`src/rtl/core/sidx_pkg.sv`:
```
// ----------------------------------------------------------------------------
// sidx_pkg
// Types and constants shared by the segment index box parser.
// ----------------------------------------------------------------------------
package sidx_pkg;

  localparam int PhaseW = 6;

  localparam logic [PhaseW-1:0] PH_VERSION = 6'd0;
  localparam logic [PhaseW-1:0] PH_REF_ID  = 6'd7;
  localparam logic [PhaseW-1:0] PH_SCALE   = 6'd11;
  localparam logic [PhaseW-1:0] PH_TIME_N  = 6'd15;
  localparam logic [PhaseW-1:0] PH_TIME_W  = 6'd19;
  localparam logic [PhaseW-1:0] PH_FO_N    = 6'd19;
  localparam logic [PhaseW-1:0] PH_FO_W    = 6'd27;
  localparam logic [PhaseW-1:0] PH_COUNT_N = 6'd23;
  localparam logic [PhaseW-1:0] PH_COUNT_W = 6'd31;
  localparam logic [PhaseW-1:0] PH_ENTRY   = 6'd32;
  localparam logic [PhaseW-1:0] PH_LAST    = 6'd43;
  localparam logic [PhaseW-1:0] PH_DONE    = 6'd63;

  localparam logic [2:0]  SAP_TYPE_MASK  = 3'h7;
  localparam logic [27:0] SAP_DELTA_MASK = 28'h0fffffff;

  localparam int OutDataW = 288;

  typedef enum logic [1:0] {
    ST_ENTRY     = 2'd0,
    ST_ENTRY_END = 2'd1,
    ST_END       = 2'd2,
    ST_TRUNC     = 2'd3
  } status_t;

  typedef struct packed {
    logic       valid;
    logic [7:0] data_byte;
    logic       end_of_box;
  } in_beat_t;

  typedef struct packed {
    status_t     status;
    logic [31:0] reference_id_out;
    logic [31:0] timescale_out;
    logic [63:0] byte_location;
    logic [63:0] seg_time;
    logic [27:0] sap_delta;
    logic [2:0]  sap_code;
    logic        sap_start;
    logic [31:0] seg_duration;
    logic [30:0] ref_size;
    logic        ref_kind;
  } result_t;

endpackage

```
`src/rtl/core/segment_index_box_parser.sv`:
```
// Path: a byte passes the input register, then the result register to m_tdata.
// Throughput: one payload byte per cycle while the result buffer has space,
// held by the 64-bit accumulator adds in the parser core; a byte causes at
// most one result.
// Reset: synchronous rst clears the parser state, the anchor offset and both
// beat buffers; the parser then waits for the version byte of a new box.
// ----------------------------------------------------------------------------
// segment_index_box_parser
// Byte-serial segment index box parser with registered input and output.
// ----------------------------------------------------------------------------
module segment_index_box_parser (
  input  logic         clk,
  input  logic         rst,
  input  logic         cfg_we,
  input  logic [63:0]  cfg_wdata,
  input  logic         s_tvalid,
  output logic         s_tready,
  input  logic [7:0]   s_tdata,   // [7:0] data_byte
  input  logic         s_tlast,   // end_of_box
  output logic         m_tvalid,
  input  logic         m_tready,
  // [0] ref_kind, [31:1] ref_size, [63:32] seg_duration,
  // [64] sap_start, [67:65] sap_code, [95:68] sap_delta,
  // [159:96] seg_time, [223:160] byte_location, [255:224] timescale_out,
  // [287:256] reference_id_out
  output logic [287:0] m_tdata,
  output logic [1:0]   m_tuser    // [1:0] status
);
  import sidx_pkg::*;

  in_beat_t beat;
  logic     take;
  logic     space;
  logic     res_valid;
  result_t  res;
  result_t  head;

  sidx_in_stage u_in (
    .clk      (clk),
    .rst      (rst),
    .s_tvalid (s_tvalid),
    .s_tready (s_tready),
    .s_tdata  (s_tdata),
    .s_tlast  (s_tlast),
    .take     (take),
    .beat     (beat)
  );

  sidx_core u_core (
    .clk       (clk),
    .rst       (rst),
    .cfg_we    (cfg_we),
    .cfg_wdata (cfg_wdata),
    .beat      (beat),
    .space     (space),
    .take      (take),
    .res_valid (res_valid),
    .res       (res)
  );

  sidx_out_buf u_out (
    .clk       (clk),
    .rst       (rst),
    .push      (res_valid),
    .push_data (res),
    .space     (space),
    .m_tvalid  (m_tvalid),
    .m_tready  (m_tready),
    .head      (head)
  );

  assign m_tuser = head.status;
  assign m_tdata = {head.reference_id_out, head.timescale_out, head.byte_location,
                    head.seg_time, head.sap_delta, head.sap_code,
                    head.sap_start, head.seg_duration,
                    head.ref_size, head.ref_kind};

endmodule

```
`src/rtl/core/sidx_in_stage.sv`:
```
// ----------------------------------------------------------------------------
// sidx_in_stage
// Input register: captures one payload beat for the parser core.
// ----------------------------------------------------------------------------
module sidx_in_stage (
  input  logic              clk,
  input  logic              rst,
  input  logic              s_tvalid,
  output logic              s_tready,
  input  logic [7:0]        s_tdata,
  input  logic              s_tlast,
  input  logic              take,
  output sidx_pkg::in_beat_t beat
);
  import sidx_pkg::*;

  logic       valid;
  logic [7:0] data_byte;
  logic       end_of_box;

  assign s_tready = !valid || take;

  always_ff @(posedge clk) begin
    if (rst) begin
      valid <= 1'b0;
    end else if (s_tready) begin
      valid <= s_tvalid;
    end
  end

  always_ff @(posedge clk) begin
    if (s_tvalid && s_tready) begin
      data_byte  <= s_tdata;
      end_of_box <= s_tlast;
    end
  end

  always_comb begin
    beat.valid      = valid;
    beat.data_byte  = data_byte;
    beat.end_of_box = end_of_box;
  end

endmodule

```
`src/rtl/core/sidx_core.sv`:
```
// ----------------------------------------------------------------------------
// sidx_core
// Header capture, reference decode and time/location accumulators.
// ----------------------------------------------------------------------------
module sidx_core (
  input  logic               clk,
  input  logic               rst,
  input  logic               cfg_we,
  input  logic [63:0]        cfg_wdata,
  input  sidx_pkg::in_beat_t beat,
  input  logic               space,
  output logic               take,
  output logic               res_valid,
  output sidx_pkg::result_t  res
);
  import sidx_pkg::*;

  logic [63:0]       anchor_offset;
  logic [PhaseW-1:0] phase, phase_next;
  logic [7:0]        box_version, box_version_next;
  logic [63:0]       header_shift, header_shift_next;
  logic [31:0]       stream_id, stream_id_next;
  logic [31:0]       scale, scale_next;
  logic [63:0]       time_acc, time_acc_next;
  logic [63:0]       loc_acc, loc_acc_next;
  logic [15:0]       entries_left, entries_left_next;
  logic [31:0]       entry_words [3];
  logic [31:0]       entry_words_next [3];

  logic [63:0] shift_step;
  logic [63:0] hdr_value;
  logic [31:0] w2_step;
  logic [7:0]  ver_step;
  logic        wide;
  logic        in_header;
  logic        in_entry;
  logic        ent;
  logic        complete;

  assign take = beat.valid && space;

  always_comb begin
    phase_next        = phase;
    box_version_next  = box_version;
    header_shift_next = header_shift;
    stream_id_next    = stream_id;
    scale_next        = scale;
    time_acc_next     = time_acc;
    loc_acc_next      = loc_acc;
    entries_left_next = entries_left;
    for (int i = 0; i < 3; i++) begin
      entry_words_next[i] = entry_words[i];
    end
    ent      = 1'b0;
    complete = 1'b0;

    shift_step = {header_shift[55:0], beat.data_byte};
    ver_step   = (phase == PH_VERSION) ? beat.data_byte : box_version;
    wide       = (ver_step != 8'd0);
    hdr_value  = wide ? shift_step : {32'd0, shift_step[31:0]};
    w2_step    = {entry_words[2][23:0], beat.data_byte};
    in_header  = (phase < PH_ENTRY);
    in_entry   = (phase >= PH_ENTRY) && (phase <= PH_LAST);

    res                     = '0;
    res.status              = ST_ENTRY;

    if (in_header) begin
      header_shift_next = shift_step;
      box_version_next  = ver_step;
      phase_next        = phase + 6'd1;
      priority if (phase == PH_REF_ID) begin
        stream_id_next = shift_step[31:0];
      end else if (phase == PH_SCALE) begin
        scale_next = shift_step[31:0];
      end else if (phase == (wide ? PH_TIME_W : PH_TIME_N)) begin
        time_acc_next = hdr_value;
      end else if (phase == (wide ? PH_FO_W : PH_FO_N)) begin
        loc_acc_next = anchor_offset + hdr_value;
      end else if (phase == (wide ? PH_COUNT_W : PH_COUNT_N)) begin
        entries_left_next = shift_step[15:0];
        phase_next        = (shift_step[15:0] != 16'd0) ? PH_ENTRY : PH_DONE;
      end else begin
        // hold
      end
    end else if (in_entry) begin
      unique case (phase[3:2])
        2'd0:    entry_words_next[0] = {entry_words[0][23:0], beat.data_byte};
        2'd1:    entry_words_next[1] = {entry_words[1][23:0], beat.data_byte};
        default: entry_words_next[2] = w2_step;
      endcase
      phase_next = phase + 6'd1;
      if (phase == PH_LAST) begin
        ent                = 1'b1;
        res.ref_kind       = entry_words[0][31];
        res.ref_size       = entry_words[0][30:0];
        res.seg_duration   = entry_words[1];
        res.sap_start      = w2_step[31];
        res.sap_code       = w2_step[30:28] & SAP_TYPE_MASK;
        res.sap_delta      = w2_step[27:0] & SAP_DELTA_MASK;
        res.seg_time       = time_acc;
        res.byte_location  = loc_acc;
        time_acc_next      = time_acc + {32'd0, entry_words[1]};
        loc_acc_next       = loc_acc + {33'd0, entry_words[0][30:0]};
        entries_left_next  = entries_left - 16'd1;
        phase_next = (entries_left_next != 16'd0) ? PH_ENTRY : PH_DONE;
      end
    end

    if (beat.end_of_box) begin
      complete = (phase_next == PH_DONE);
      if (ent) begin
        res.status = complete ? ST_ENTRY_END : ST_TRUNC;
      end else begin
        res.status = complete ? ST_END : ST_TRUNC;
      end
      phase_next        = PH_VERSION;
      header_shift_next = '0;
      entries_left_next = '0;
      for (int i = 0; i < 3; i++) begin
        entry_words_next[i] = '0;
      end
    end

    res.timescale_out    = scale_next;
    res.reference_id_out = stream_id_next;
    res_valid            = take && (ent || beat.end_of_box);
  end

  always_ff @(posedge clk) begin
    if (rst) begin
      anchor_offset <= '0;
    end else if (cfg_we) begin
      anchor_offset <= cfg_wdata;
    end
  end

  always_ff @(posedge clk) begin
    if (rst) begin
      phase        <= PH_VERSION;
      box_version  <= '0;
      header_shift <= '0;
      stream_id    <= '0;
      scale        <= '0;
      time_acc     <= '0;
      loc_acc      <= '0;
      entries_left <= '0;
      for (int i = 0; i < 3; i++) begin
        entry_words[i] <= '0;
      end
    end else if (take) begin
      phase        <= phase_next;
      box_version  <= box_version_next;
      header_shift <= header_shift_next;
      stream_id    <= stream_id_next;
      scale        <= scale_next;
      time_acc     <= time_acc_next;
      loc_acc      <= loc_acc_next;
      entries_left <= entries_left_next;
      for (int i = 0; i < 3; i++) begin
        entry_words[i] <= entry_words_next[i];
      end
    end
  end

endmodule

```
`src/rtl/core/sidx_out_buf.sv`:
```
// ----------------------------------------------------------------------------
// sidx_out_buf
// Two-entry result buffer: head register drives the output, spare holds
// a beat while the sink stalls.
// ----------------------------------------------------------------------------
module sidx_out_buf (
  input  logic              clk,
  input  logic              rst,
  input  logic              push,
  input  sidx_pkg::result_t push_data,
  output logic              space,
  output logic              m_tvalid,
  input  logic              m_tready,
  output sidx_pkg::result_t head
);
  import sidx_pkg::*;

  logic    head_valid;
  logic    spare_valid;
  result_t spare;
  logic    pop;

  assign space    = !spare_valid;
  assign m_tvalid = head_valid;
  assign pop      = head_valid && m_tready;

  always_ff @(posedge clk) begin
    if (rst) begin
      head_valid  <= 1'b0;
      spare_valid <= 1'b0;
    end else begin
      priority if (pop && spare_valid) begin
        spare_valid <= push;
      end else if (pop) begin
        head_valid <= push;
      end else if (push && head_valid) begin
        spare_valid <= 1'b1;
      end else if (push) begin
        head_valid <= 1'b1;
      end else begin
        // hold
      end
    end
  end

  always_ff @(posedge clk) begin
    priority if (pop && spare_valid) begin
      head <= spare;
      if (push) begin
        spare <= push_data;
      end
    end else if (pop) begin
      if (push) begin
        head <= push_data;
      end
    end else if (push && head_valid) begin
      spare <= push_data;
    end else if (push) begin
      head <= push_data;
    end else begin
      // hold
    end
  end

endmodule

```
`config.mk`:
```
export PLATFORM = sky130hd
export DESIGN_NAME = segment_index_box_parser
export DESIGN_NICKNAME = d
export VERILOG_FILES = /design/src/rtl/core/sidx_pkg.sv /design/src/rtl/core/segment_index_box_parser.sv /design/src/rtl/core/sidx_in_stage.sv /design/src/rtl/core/sidx_core.sv /design/src/rtl/core/sidx_out_buf.sv
export SDC_FILE = /design/constraint.sdc
export NUM_CORES = 2
export LEC_CHECK = 0
export ABC_CLOCK_PERIOD_IN_PS = 136100
export BUFFER_PORTS_ARGS = -buffer_cell sky130_fd_sc_hd__buf_2
export CORE_MARGIN = 3
export CORE_UTILIZATION = 45
export CTS_BUF_LIST = sky130_fd_sc_hd__clkbuf_2
export DETAILED_ROUTE_END_ITERATION = 10
export PLACE_DENSITY = 0.66
export SETUP_SLACK_MARGIN = 0.5
export SLEW_MARGIN = 30
export SYNTH_ARGS = -nofsm -noshare
export SYNTH_HDL_FRONTEND = slang
export SYNTH_SLANG_ARGS = --single-unit
```
`constraint.sdc`:
```
create_clock -name clk -period 136.1 [get_ports clk]
set_clock_uncertainty 0.15 [all_clocks]
set_input_delay 0 -clock clk [delete_from_list [all_inputs] [get_ports clk]]
set_output_delay 0 -clock clk [all_outputs]
set_load 0.02 [all_outputs]
```
==> impl_summary.log <==
INFO  metric total_power = roughly 610 uW
INFO  metric timing.slew.headroom = 29.2%
INFO  metric max_cap_violations = 0
INFO  metric grt_pass1_wl = between 200 and 250 mm
INFO  metric die-width = approximately 340 um
INFO  metric multi_input_comb_area = ~20,000 um2
INFO  metric ys_async_sr_fraction = 0%
INFO  metric post_drt_wl_per_cell = 23.4 um
INFO  metric fp.dieArea = around 110,000 um2
INFO  metric floorplan.die.height = around 340 um
INFO  metric initial_util = a little under half
INFO  metric fmax = 183 MHz
INFO  metric hold_path.class = in2reg
INFO  metric clock-root-buffer = clkbuf_2
INFO  metric cts.repair_timing.setup_buffer_count = 0
INFO  metric regToRegSetupSlack = 130.64 ns
INFO  metric cts_hold_buf = 301
INFO  metric synthFlopType = edfxtp_1
INFO  metric globalplace.congestion = between 0.9 and 1
INFO  metric run_status = finished, final reports clean
INFO  metric antenna_found_initial = 11
INFO  metric clk_pin_slew = about 0.1 ns
INFO  metric share_of_layout_cells_above_drive_strength_1 = between 20% and 30%
INFO  metric avgViaCountPerCell = 5.77
INFO  metric synth_cell_types = 92
INFO  metric ir_worst_vdd = ~0.0000067 V
INFO  metric synth_sequential_area_ratio = a little under three fifths
INFO  metric syn-instance-count = about 4,400
INFO  metric final.setup.tns = 0 ns
INFO  metric yosys_reg_bits = ~1,000
INFO  metric slew_viol_final = 0
INFO  metric arrival = ~6.6 ns
INFO  metric timing.final.ws_setup = between 100 and 150 ns
INFO  metric final_period_minus_worst_setup_slack = between 5 and 6 ns
INFO  metric dp.final_hpwl = between 100 and 150 mm
INFO  metric clk_latency = around 1.6 ns
INFO  metric dr_wl_met2 = approximately 67 mm
INFO  metric grt.total_usage = about 27%
INFO  metric via_count_of_the_first_global_routing_pass = roughly 37,000
INFO  metric first_iter_violations = a little over 4,000
INFO  metric met1_length = ~73 mm
INFO  metric largest_net_degree_at_the_start_of_global_routing = roughly 160
INFO  metric fin_crit_sh = under 10%
INFO  metric setup.worst_path.start_class = register
INFO  metric regToRegStartpoint = u_core.phase[5]
INFO  metric pre_cts_ws = 130.88 ns
INFO  metric min_delay_path_depth = 4
INFO  metric hold-worst-slack = between 0.2 and 0.3 ns
INFO  metric powerDensity = between 10 and 15 nW/um2
INFO  metric ff2ff_path_depth = 15
INFO  metric routed-via-count = 38,966
INFO  metric synth_edf_count = ~680
INFO  metric drc = 0
INFO  metric cts_max_level = 5
INFO  metric synth.yosys.warnings = 0
INFO  metric topRoutingLayerUsed = met5
INFO  metric drt.antenna.violating_nets = 0
INFO  metric cts_buffer_depth = 4
INFO  metric number_of_nets_in_the_final_layout = 5,380
INFO  metric critPathRequiredTime = 137.23 ns
INFO  metric seq_area = 27,200 um2
INFO  metric portBuffers = about 370
INFO  metric clock-sinks = slightly above 1,000
INFO  metric worst-path-max-fanout = 67
INFO  metric placementRows = 120
INFO  metric crit_type = reg2reg
INFO  metric mappedNetlistNets = around 4,600
INFO  metric total_clock_buffers_created_by_cts = 285
INFO  metric routed_wl_met3 = between 10 and 15 mm
INFO  metric actual_slew_at_the_worst_max_slew_pin = between 1 and 1.5 ns
INFO  metric floorplan.core_area = roughly 110,000 um2
INFO  metric floorplan.io_pins = 370
INFO  metric worst_case_hold_path_end_point = u_in.data_byte[5]
INFO  metric report.final.hold_viol_count = 0
INFO  metric r2r_end = u_core.loc_acc[62]
INFO  metric grt_overflow = 0
INFO  metric num-fill-cells = about 9,600
INFO  metric syn_area = approximately 50,000 um2
INFO  metric cts_tree = done
INFO  metric power.leakage = between 20 and 25 nW
INFO  metric finalSetupViolCount = 0
INFO  metric most-common-layout-cells = edfxtp_1, nor2_1, clkbuf_2, buf_2, dfxtp_1
INFO  metric post_cts_resize_count = 0
INFO  metric commonest_non_fill_non_tap_cell_in_the_layout = edfxtp_1
INFO  metric cp-end-kind = register
INFO  metric routed_wl = between 150 and 200 mm
INFO  metric area.growth.synth_to_final = 17.6%
INFO  metric post_synth.cell_area_avg = roughly 11 um2
INFO  metric rsz0062_at_grt = no
INFO  metric min_delay_src = s_tdata[5]
INFO  metric drtPass1Iterations = 6
[cell usage after synthesis, types with 13 or more instances]
library cell / number / area share [%]
a22oi_1: 21 / 0.32
nand2_1: 240 / 1.8
a31oi_1: 40 / 0.51
ha_1: 130 / 3.3
mux2_2: 219 / 5.0
a2111oi_0: 13 / 0.23
xor2_1: 36 / 0.64
o21bai_1: 25 / 0.38
xnor2_1: 64 / 1.1
o21ai_0: 116 / 1.2
or3_1: 20 / 0.25
a22o_1: 55 / 0.98
edfxtp_1: 677 / 41
o31ai_1: 36 / 0.55
buf_1: 17 / 0.13
o21a_1: 22 / 0.34
a21oi_1: 285 / 2.9
nand3_1: 70 / 0.71
inv_1: 133 / 1.0
o211ai_1: 24 / 0.37
nand4_1: 41 / 0.52
nor2b_1: 20 / 0.25
dfxtp_1: 345 / 14
nor4_1: 25 / 0.32
nand2b_1: 18 / 0.23
nor3b_1: 13 / 0.20
clkbuf_1: 244 / 1.9
and4_1: 13 / 0.23
and3_1: 40 / 0.51
nor3_1: 64 / 0.65
nor2_1: 451 / 3.4
mux2i_1: 172 / 3.5
a211oi_1: 137 / 2.1
o21ai_1: 13 / 0.13
and2_1: 321 / 4.1
a21o_1: 77 / 1.2
o22ai_1: 20 / 0.25
[power by group]
group          internal (mW)  switching, mW  leakage (nW)  total [mW]
Sequential             0.336        0.00553          9.23       0.341
Combinational         0.0177         0.0259          12.8      0.0435
Clock                 0.0943          0.130          1.92       0.225
[worst max-delay path by stage]
stage	cells past startpoint	slack, ns	to	start
global route	15	130.29	u_core.loc_acc[62]	u_core.phase[5]
CTS	15	130.82	u_core.loc_acc[54]	u_core.phase[5]
floorplan	9	69.30	u_out.head[0]	u_core.phase[3]
finish	15	130.64	u_core.loc_acc[62]	u_core.phase[5]
global placement	15	130.97	u_core.loc_acc[54]	u_core.phase[5]
detailed placement	15	130.88	u_core.loc_acc[54]	u_core.phase[5]
[cell type report]
| cell class | instances | share of cell area (%) |
|---|---|---|
| Antenna cell | 4 | 0.0173 |
| Clock buffer | 407 | 3.52 |
| Timing Repair Buffer | 720 | 9.26 |
| Sequential cell | 1022 | 47.1 |
| Inverter | 134 | 0.869 |
| Tap cell | 1403 | 3.03 |
| Multi-Input combinational cell | 3006 | 35.4 |
| Clock inverter | 62 | 0.785 |
[critical path, cell delays in order, from the launching register on]
cell      delay [ns]
dfxtp_4         0.92
nor2_1          0.17
nand3_1         0.17
mux2_2          0.63
and2_1          0.31
ha_1            0.40
a21oi_1         0.26
o21ai_0         0.22
a221oi_1        0.42
o31a_1          0.22
nand2_1         0.08
a21oi_1         0.35
o41ai_4         0.21
a21oi_1         0.28
nor4b_1         0.29
o22ai_1         0.13
[logic make-up after synthesis]
| family | share of synthesized area (%) |
|---|---|
| and+or+nand+nor | 13.8 |
| DFF | 55.4 |
| AOI/OAI and AO/OA | 13.9 |
| buffers and inverters | 3.17 |
| muxes | 8.51 |
| adders and majority gates | 3.43 |
| xor gates and xnor gates | 1.78 |
[through the flow]
| stage | instances | util, % | cell area [um2] |
|---|---|---|---|
| 6_report | 6758 | 53.7 | 57900 |
| 5_1_grt | 6756 | 53.7 | 57900 |
| 4_1_cts | 6752 | 53.6 | 57800 |
| 3_5_place_dp | 5982 | 48.5 | 52300 |
| 3_3_place_gp | 5982 | 48.5 | 52300 |
| 2_1_floorplan | 4436 | - | 49200 |
[sequential cells by signal, summed over array words and instances (netlist names)]
name                  count
u_out.head              290
u_out.spare             290
u_core.entry_words       88
u_core.anchor_offset     64
u_core.loc_acc           64
u_core.time_acc          64
u_core.header_shift      56
u_core.scale             32
u_core.stream_id         32
u_core.entries_left      16
u_core.box_version        8
u_in.data_byte            8
u_core.phase              6
u_in.end_of_box           1
u_in.valid                1
u_out.m_tvalid            1
u_out.spare_valid         1
[routing by layer]
layer,track usage [%],vias to the layer above
li1,-,17990
met1,41.5,18770
met2,38.8,1944
met3,5.94,258
met4,8.25,4
met5,0,-
Power figures use the tool's default switching activity.
